File: config.mk
export PLATFORM = sky130hd
export DESIGN_NAME = deque_delete_by_key_unit
export DESIGN_NICKNAME = d
export VERILOG_FILES = /design/src/hw/rtl/ddk_pkg.sv /design/src/hw/rtl/ddk_cell.sv /design/src/hw/rtl/deque_delete_by_key_unit.sv
export SDC_FILE = /design/constraint.sdc
export NUM_CORES = 2
export LEC_CHECK = 0
export ABC_AREA = 1
export BUFFER_PORTS_ARGS = -buffer_cell sky130_fd_sc_hd__clkbuf_2
export CAP_MARGIN = 20
export CELL_PAD_IN_SITES_DETAIL_PLACEMENT = 0
export CELL_PAD_IN_SITES_GLOBAL_PLACEMENT = 1
export CORE_AREA = 2 2 349 351
export DETAILED_ROUTE_END_ITERATION = 7
export DIE_AREA = 0 0 351 353
export PLACE_DENSITY_LB_ADDON = 0.1
export SLEW_MARGIN = 20
export SYNTH_ARGS = -nofsm -noshare
export SYNTH_HDL_FRONTEND = slang
export SYNTH_SLANG_ARGS = --single-unit
export TNS_END_PERCENT = 10
File: constraint.sdc
create_clock -name clk -period 7.04 [get_ports clk]
set_clock_uncertainty 0.1 [all_clocks]
set_input_delay 0.352 -clock clk [delete_from_list [all_inputs] [get_ports clk]]
set_output_delay 0.352 -clock clk [all_outputs]
set_load 0.01 [all_outputs]
File: src/hw/rtl/ddk_pkg.sv
// Package for the deque delete-by-key unit: list depth, command and status codes,
// cell operation codes and the control struct shared by the top level and its cells.
// No dependencies.
`default_nettype none

package ddk_pkg;

	localparam int DEPTH = 32;
	localparam int KEY_W = 32;
	localparam int CNT_W = $clog2(DEPTH);

	localparam logic [2:0] CMD_INSERT    = 3'd0;
	localparam logic [2:0] CMD_DELETE    = 3'd1;
	localparam logic [2:0] CMD_DEL_FIRST = 3'd2;
	localparam logic [2:0] CMD_DEL_LAST  = 3'd3;
	localparam logic [2:0] CMD_READ      = 3'd4;

	localparam logic [1:0] STAT_DONE = 2'd0;
	localparam logic [1:0] STAT_MISS = 2'd1;
	localparam logic [1:0] STAT_FULL = 2'd2;

	typedef enum logic [1:0] {
		CELL_HOLD,
		CELL_INSERT,
		CELL_REMOVE,
		CELL_ROTATE
	} cell_op_t;

	typedef enum logic [1:0] {
		MATCH_KEY,
		MATCH_HEAD,
		MATCH_TAIL
	} match_mode_t;

	typedef enum logic {
		ST_IDLE,
		ST_READ
	} state_t;

	typedef struct packed {
		cell_op_t           op;
		match_mode_t        mode;
		logic signed [KEY_W-1:0] del_key;
	} cell_ctrl_t;

endpackage

`default_nettype wire

File: src/hw/rtl/ddk_cell.sv
// One cell of the list chain: holds one key and its valid bit and trades them with
// its neighbors. Depends on ddk_pkg for the control struct and operation codes.
`default_nettype none

module ddk_cell (
	input  wire logic                             clk,
	input  wire logic                             arst_n,
	input  wire ddk_pkg::cell_ctrl_t              ctrl,
	input  wire logic signed [ddk_pkg::KEY_W-1:0] left_key,
	input  wire logic                             left_valid,
	input  wire logic signed [ddk_pkg::KEY_W-1:0] right_key,
	input  wire logic                             right_valid,
	input  wire logic                             seen_in,
	output logic                                  seen_out,
	output logic signed [ddk_pkg::KEY_W-1:0]      key_q,
	output logic                                  valid_q
);

	logic                             match;
	logic signed [ddk_pkg::KEY_W-1:0] key_d;
	logic                             valid_d;

	always_comb begin
		case (ctrl.mode)
			ddk_pkg::MATCH_HEAD: match = valid_q && !left_valid;
			ddk_pkg::MATCH_TAIL: match = valid_q && !right_valid;
			default:             match = valid_q && (key_q == ctrl.del_key);
		endcase
		seen_out = seen_in || match;
	end

	always_comb begin
		key_d   = key_q;
		valid_d = valid_q;
		case (ctrl.op)
			ddk_pkg::CELL_INSERT: begin
				key_d   = left_key;
				valid_d = left_valid;
			end
			ddk_pkg::CELL_REMOVE: begin
				if (seen_out) begin
					key_d   = right_key;
					valid_d = right_valid;
				end
			end
			ddk_pkg::CELL_ROTATE: begin
				key_d   = right_key;
				valid_d = right_valid;
			end
			default: begin
				key_d   = key_q;
				valid_d = valid_q;
			end
		endcase
	end

	always_ff @(posedge clk or negedge arst_n) begin
		if (!arst_n) begin
			valid_q <= 1'b0;
		end else begin
			valid_q <= valid_d;
		end
	end

	always_ff @(posedge clk) begin
		key_q <= key_d;
	end

endmodule

`default_nettype wire

File: src/hw/rtl/deque_delete_by_key_unit.sv
// Top level of the deque delete-by-key unit: command decode, read-out sequencer,
// output register and the chain of ddk_cell instances. Depends on ddk_pkg and ddk_cell.
//
// The unit keeps up to DEPTH signed keys in a row of cells, front entry in cell 0.
// Insert, delete by key, delete first and delete last each take one word and update
// all cells in the same cycle, answering with one word on the next cycle; a delete by
// key removes the first match counted from the front. Read-out takes its command word
// and then rotates the whole cell ring left one place a cycle until every cell has
// been at the front once, sending the front key out whenever the front cell is valid;
// a rotation step holds while a valid front key finds the output register still full,
// and no new command is taken until the rotation is done. Results pass through an
// output register, so a command is taken while the previous answer is being consumed.
`default_nettype none

module deque_delete_by_key_unit (
	input  wire logic        clk,
	input  wire logic        arst_n,
	input  wire logic        s_tvalid,
	output logic             s_tready,
	input  wire logic [31:0] s_tdata,  // [31:0] key
	input  wire logic [2:0]  s_tuser,  // [2:0] cmd
	output logic             m_tvalid,
	input  wire logic        m_tready,
	output logic [31:0]      m_tdata,  // [31:0] out_key
	output logic [2:0]       m_tuser,  // [0] key_valid, [2:1] status
	output logic             m_tlast
);

	localparam int DEPTH = ddk_pkg::DEPTH;

	ddk_pkg::state_t     state_q, state_d;
	ddk_pkg::cell_ctrl_t ctrl;
	logic [ddk_pkg::CNT_W-1:0] rd_cnt_q, rd_cnt_d;

	logic signed [ddk_pkg::KEY_W-1:0] cell_key [DEPTH];
	logic [DEPTH-1:0]                 valid_vec;
	logic [DEPTH:0]                   seen;
	logic                             full, found, out_free, accept, step;

	logic        out_valid_q, out_kv_q, out_last_q;
	logic [31:0] out_key_q;
	logic [1:0]  out_st_q;
	logic        load;
	logic [31:0] load_key;
	logic        load_kv, load_last;
	logic [1:0]  load_st;

	assign full     = valid_vec[DEPTH-1];
	assign found    = seen[DEPTH];
	assign out_free = !out_valid_q || m_tready;
	assign s_tready = (state_q == ddk_pkg::ST_IDLE) && out_free;
	assign accept   = s_tvalid && s_tready;
	assign step     = !valid_vec[0] || out_free;
	assign seen[0]  = 1'b0;

	genvar gi;
	generate
		for (gi = 0; gi < DEPTH; gi++) begin : g_cell
			logic signed [ddk_pkg::KEY_W-1:0] lkey, rkey;
			logic                             lval, rval;
			if (gi == 0) begin : g_head
				assign lkey = $signed(s_tdata);
				assign lval = (ctrl.op == ddk_pkg::CELL_INSERT);
			end else begin : g_mid_l
				assign lkey = cell_key[gi-1];
				assign lval = valid_vec[gi-1];
			end
			if (gi == DEPTH-1) begin : g_tail
				assign rkey = cell_key[0];
				assign rval = (ctrl.op == ddk_pkg::CELL_ROTATE) && valid_vec[0];
			end else begin : g_mid_r
				assign rkey = cell_key[gi+1];
				assign rval = valid_vec[gi+1];
			end
			ddk_cell u_cell (
				.clk         (clk),
				.arst_n      (arst_n),
				.ctrl        (ctrl),
				.left_key    (lkey),
				.left_valid  (lval),
				.right_key   (rkey),
				.right_valid (rval),
				.seen_in     (seen[gi]),
				.seen_out    (seen[gi+1]),
				.key_q       (cell_key[gi]),
				.valid_q     (valid_vec[gi])
			);
		end
	endgenerate

	always_comb begin
		state_d      = state_q;
		rd_cnt_d     = rd_cnt_q;
		ctrl.op      = ddk_pkg::CELL_HOLD;
		ctrl.mode    = ddk_pkg::MATCH_KEY;
		ctrl.del_key = $signed(s_tdata);
		load         = 1'b0;
		load_key     = '0;
		load_kv      = 1'b0;
		load_st      = ddk_pkg::STAT_DONE;
		load_last    = 1'b1;
		case (state_q)
			ddk_pkg::ST_IDLE: begin
				if (accept) begin
					load = 1'b1;
					case (s_tuser)
						ddk_pkg::CMD_INSERT: begin
							if (full) begin
								load_st = ddk_pkg::STAT_FULL;
							end else begin
								ctrl.op = ddk_pkg::CELL_INSERT;
							end
						end
						ddk_pkg::CMD_DELETE: begin
							ctrl.op = ddk_pkg::CELL_REMOVE;
							load_st = found ? ddk_pkg::STAT_DONE : ddk_pkg::STAT_MISS;
						end
						ddk_pkg::CMD_DEL_FIRST: begin
							ctrl.op   = ddk_pkg::CELL_REMOVE;
							ctrl.mode = ddk_pkg::MATCH_HEAD;
							load_st   = found ? ddk_pkg::STAT_DONE : ddk_pkg::STAT_MISS;
						end
						ddk_pkg::CMD_DEL_LAST: begin
							ctrl.op   = ddk_pkg::CELL_REMOVE;
							ctrl.mode = ddk_pkg::MATCH_TAIL;
							load_st   = found ? ddk_pkg::STAT_DONE : ddk_pkg::STAT_MISS;
						end
						ddk_pkg::CMD_READ: begin
							if (valid_vec[0]) begin
								load     = 1'b0;
								state_d  = ddk_pkg::ST_READ;
								rd_cnt_d = '0;
							end else begin
								load_st = ddk_pkg::STAT_MISS;
							end
						end
						default: begin
							load_st = ddk_pkg::STAT_DONE;
						end
					endcase
				end
			end
			ddk_pkg::ST_READ: begin
				if (step) begin
					ctrl.op   = ddk_pkg::CELL_ROTATE;
					load      = valid_vec[0];
					load_key  = cell_key[0];
					load_kv   = 1'b1;
					load_last = !valid_vec[1] ||
						(rd_cnt_q == ddk_pkg::CNT_W'(DEPTH - 1));
					rd_cnt_d  = rd_cnt_q + 1'b1;
					if (rd_cnt_q == ddk_pkg::CNT_W'(DEPTH - 1)) begin
						state_d = ddk_pkg::ST_IDLE;
					end
				end
			end
			default: begin
				state_d = ddk_pkg::ST_IDLE;
			end
		endcase
	end

	always_ff @(posedge clk or negedge arst_n) begin
		if (!arst_n) begin
			state_q     <= ddk_pkg::ST_IDLE;
			rd_cnt_q    <= '0;
			out_valid_q <= 1'b0;
		end else begin
			state_q  <= state_d;
			rd_cnt_q <= rd_cnt_d;
			if (load) begin
				out_valid_q <= 1'b1;
			end else if (m_tready) begin
				out_valid_q <= 1'b0;
			end
		end
	end

	always_ff @(posedge clk) begin
		if (load) begin
			out_key_q  <= load_key;
			out_kv_q   <= load_kv;
			out_st_q   <= load_st;
			out_last_q <= load_last;
		end
	end

	assign m_tvalid = out_valid_q;
	assign m_tdata  = out_key_q;
	assign m_tuser  = {out_st_q, out_kv_q};
	assign m_tlast  = out_last_q;

	a_no_accept_in_read: assert property (@(posedge clk) disable iff (!arst_n)
		(state_q == ddk_pkg::ST_READ) |-> !s_tready)
		else $error("Input word taken during read-out.");

	a_prefix_when_idle: assert property (@(posedge clk) disable iff (!arst_n)
		(state_q == ddk_pkg::ST_IDLE) |-> ((valid_vec & (valid_vec + 1'b1)) == '0))
		else $error("Occupied cells do not form a prefix.");

	a_insert_front: assert property (@(posedge clk) disable iff (!arst_n)
		(accept && (s_tuser == ddk_pkg::CMD_INSERT) && !full) |=>
		(valid_vec[0] && (cell_key[0] == $past($signed(s_tdata)))))
		else $error("Inserted key missing from the front cell.");

	a_key_status: assert property (@(posedge clk) disable iff (!arst_n)
		(m_tvalid && m_tuser[0]) |-> (m_tuser[2:1] == ddk_pkg::STAT_DONE))
		else $error("Read-out word carries a failure status.");

endmodule

`default_nettype wire
==> flow_summary_export.csv <==
group,metric,value,unit
run_status,status,"finished clean",
sta,rsz0062_at_grt,"no",
pwr,power_frac_comb,38.8,%
pwr,p_sw,17.1,mW
sta,fin_crit,5960,ps
yosys,synth_seq_area_share,55.0,%
worst_setup_path,crit_family,"simple AND/OR/NAND/NOR gates",
drt,routed_via_density,6.05,
yosys,synth_cell_type_count,37,
placed_design,globalplace.congestion,0.936,
worst_setup_path,crit_fanout,34,
sta,hold_viol,0,
pwr,peakVddDrop,0.000376,V
yosys,synth-edff-count,1060,
clock_tree,cts_sinks,1099,
yosys,synth_common_cells,"nand2_1, edfxtp_1, o21ai_0",
floorplan,io_pins,77,
pwr,leakagePower,25.7,nW
pwr,sequentialPowerShare,43.9,%
pwr,switching_share,43.9,%
global_routing,grt_max_degree,212,
clock_tree,clk_pin_slew,60,ps
floorplan,core_area,0.121,mm²
global_routing,first_global_vias,46709,
yosys,async_flop_share,3.55,%
yosys,synth_nets,6565,
placed_design,portBuffers,76,
sta,fmax,0.168,GHz
global_routing,antenna_found_initial,12,
yosys,netlist_instances,6522,
final_layout,area_growth,10.6,%
floorplan,initial_core_util,49.5,%
clock_tree,cts_tree,"built",
clock_tree,cts-htree-levels,4,
worst_setup_path,path_buf_inv,4,
yosys,synth_area_leaders,"edfxtp_1, nand2_1, o21ai_0",
worst_setup_path,critPathCaptureType,"register",
final_layout,drive_gt1_share,6.54,%
worst_setup_path,crit_slowest_cell,"inv_1",
clock_tree,cts_buffers,133,
yosys,synth.most_common_cell,"nand2_1",
worst_setup_path,crit_arrival,6160,ps
sta,setup_ws,1080,ps
clock_tree,clk_latency,780,ps
hold_path,min_path_type,"input pin to register",
final_layout,fin_util,54.7,%
worst_setup_path,crit_required,7240,ps
floorplan,rows,128,
placed_design,pre_cts_slack,1050,ps
clock_tree,ctsResizeCount,0,
drt,num_vias,49635,
global_routing,grt_pass1_wl,331000,µm
clock_tree,clockBufferDepth,3,
drt,wire_per_inst,28.5,µm
drt,drt-initial-drc-count,7019,
final_layout,finish.instance_area,0.0660,mm²
placed_design,dpl_cell_area,0.0617,mm²
pwr,intPower,21.9,mW
global_routing,grt.overflow.total,0,
floorplan,die_height,353,µm
flow_run,maxCapViolCount,0,
pwr,clockPowerShare,17.3,%
worst_setup_path,cp_slowest_stage_delay,550,ps
yosys,synth_top_cell_by_area,"edfxtp_1",
sta,hold_slack,72.8,ps
placed_design,place.detailed.hpwl,166000,µm
drt,drc,0,
yosys,syn_area,0.0597,mm²
sta,slew_headroom,24.0,%
worst_setup_path,critPathKind,"register to register",
sta,worst_pin_slew,1140,ps
yosys,ys_ff_latch,1099,
global_routing,track_usage,37.3,%
sta,fin_crit_sh,84.7,%
sta,setup_viol_count_final,0,
worst_setup_path,critPathMostFrequentCell,"nor2_4",
sta,maxSlewViolCount,0,
pwr,powerDensity,592,mW/mm²
drt,wirelength,234000,µm
yosys,yosysWarnings,0,
clock_tree,clockRootBuffer,"clkbuf_16",
yosys,syn-mean-instance-area,9.15,µm²
floorplan,die_area,0.124,mm²
yosys,synthFlopType,"edfxtp_1",
yosys,synth_top_area_share,53.4,%
worst_setup_path,crit_path_start_kind,"register",
drt,first_pass_iters,6,
floorplan,die_w,351,µm
sta,tns,0,ps
final_layout,nets,6515,
drt,antenna_left,0,
-- repair_timing --
| action | CTS | global route |
|---|---|---|
| setup buffers | 0 | 0 |
| endpoints found under the setup margin | 0 | 0 |
| hold buffers | 7 | 0 |
| endpoints found under the hold margin | 46 | 0 |
-- area by class of cell --
| class | instances | area (µm²) |
|---|---|---|
| Inverter | 695 | 2620 |
| Timing Repair Buffer | 222 | 1690 |
| Multi-Input combinational cell | 4321 | 22700 |
| Sequential cell | 1099 | 32800 |
| Antenna cell | 5 | 12.5 |
| Clock buffer | 178 | 3710 |
| Tap cell | 1625 | 2030 |
| Fill cell | 11228 | 54600 |
| Clock inverter | 56 | 429 |
-- metrics by stage --
stage,instances,power [mW]
after floorplan,6522,25.5
after global placement,7951,31.5
after detailed placement,7952,31.8
after CTS,8193,38.6
after global routing,8196,41.1
final,8201,39.0
-- cell usage in the layout (no fill, tap or decap), drive strengths merged, types with 5 or more instances in the layout --
cell type / count
a21oi: 16
edfxtp: 1060
bufinv: 7
nand2: 1942
o211ai: 10
dfrtp: 39
o2111ai: 117
buf: 145
nor2: 152
diode: 5
o22ai: 11
dlygate4sd3: 7
clkbuf: 248
nand3: 83
xnor2: 576
a31oi: 19
xor2: 43
o21ai: 1043
nand4: 156
nor3: 19
clkinv: 49
inv: 695
nor4: 72
o221ai: 55
-- cell families after synthesis --
kind of cell / count (synthesis) / synth area share (%)
AOI/OAI and AO/OA: 1272 / 11.9
xor gates and xnor gates: 619 / 9.09
adders and majority gates: 4 / 0.0839
buffers and inverters: 1102 / 7.28
DFF: 1099 / 55.0
and+or+nand+nor: 2426 / 16.7
-- worst paths after layout --
kind	from	slack (ps)	cells after the start	to
setup / recovery	state_q	1080	27	g_cell[30].u_cell.key_q[15]
hold / removal	s_tuser[1]	70	6	out_st_q[0]
setup reg to reg	state_q	1080	27	g_cell[30].u_cell.key_q[15]
hold reg to reg	rd_cnt_q[2]	380	1	rd_cnt_q[2]
max in group asynchronous	arst_n	6220	3	g_cell[11].u_cell.valid_q
min in group asynchronous	arst_n	140	3	rd_cnt_q[2]
-- worst min-delay path, cell delays in order --
cell,delay (ps)
clkbuf_2,80
inv_1,50
nand2_1,100
inv_1,70
nand3_1,70
a21oi_1,60
-- layer usage --
metal  global-route usage, %  vias up  part of all wire [%]
met2                    55.9     3007                    44
met1                    52.0    24187                    40
li1                        -    21860                     -
met4                    17.5        8                   5.2
met5                       0        -                 0.021
met3                    7.50      573                    11
-- power groups by stage --
stage / clock network, mW / registers [mW] / logic [mW]
after floorplan: 0 / 15.7 / 9.83
after global placement: 0 / 17.1 / 14.5
after detailed placement: 0 / 17.1 / 14.8
after CTS: 6.79 / 17.0 / 14.8
after global routing: 7.05 / 17.4 / 16.6
final: 6.76 / 17.1 / 15.1
-- sequential cells by signal, summed over array words and instances, names as in the netlist --
name / flops
g_cell.u_cell.key_q: 1024
g_cell.u_cell.valid_q: 32
m_tdata: 32
rd_cnt_q: 5
out_st_q: 2
m_tlast: 1
m_tvalid: 1
out_kv_q: 1
state_q: 1
(Power assumes the default switching activity.)
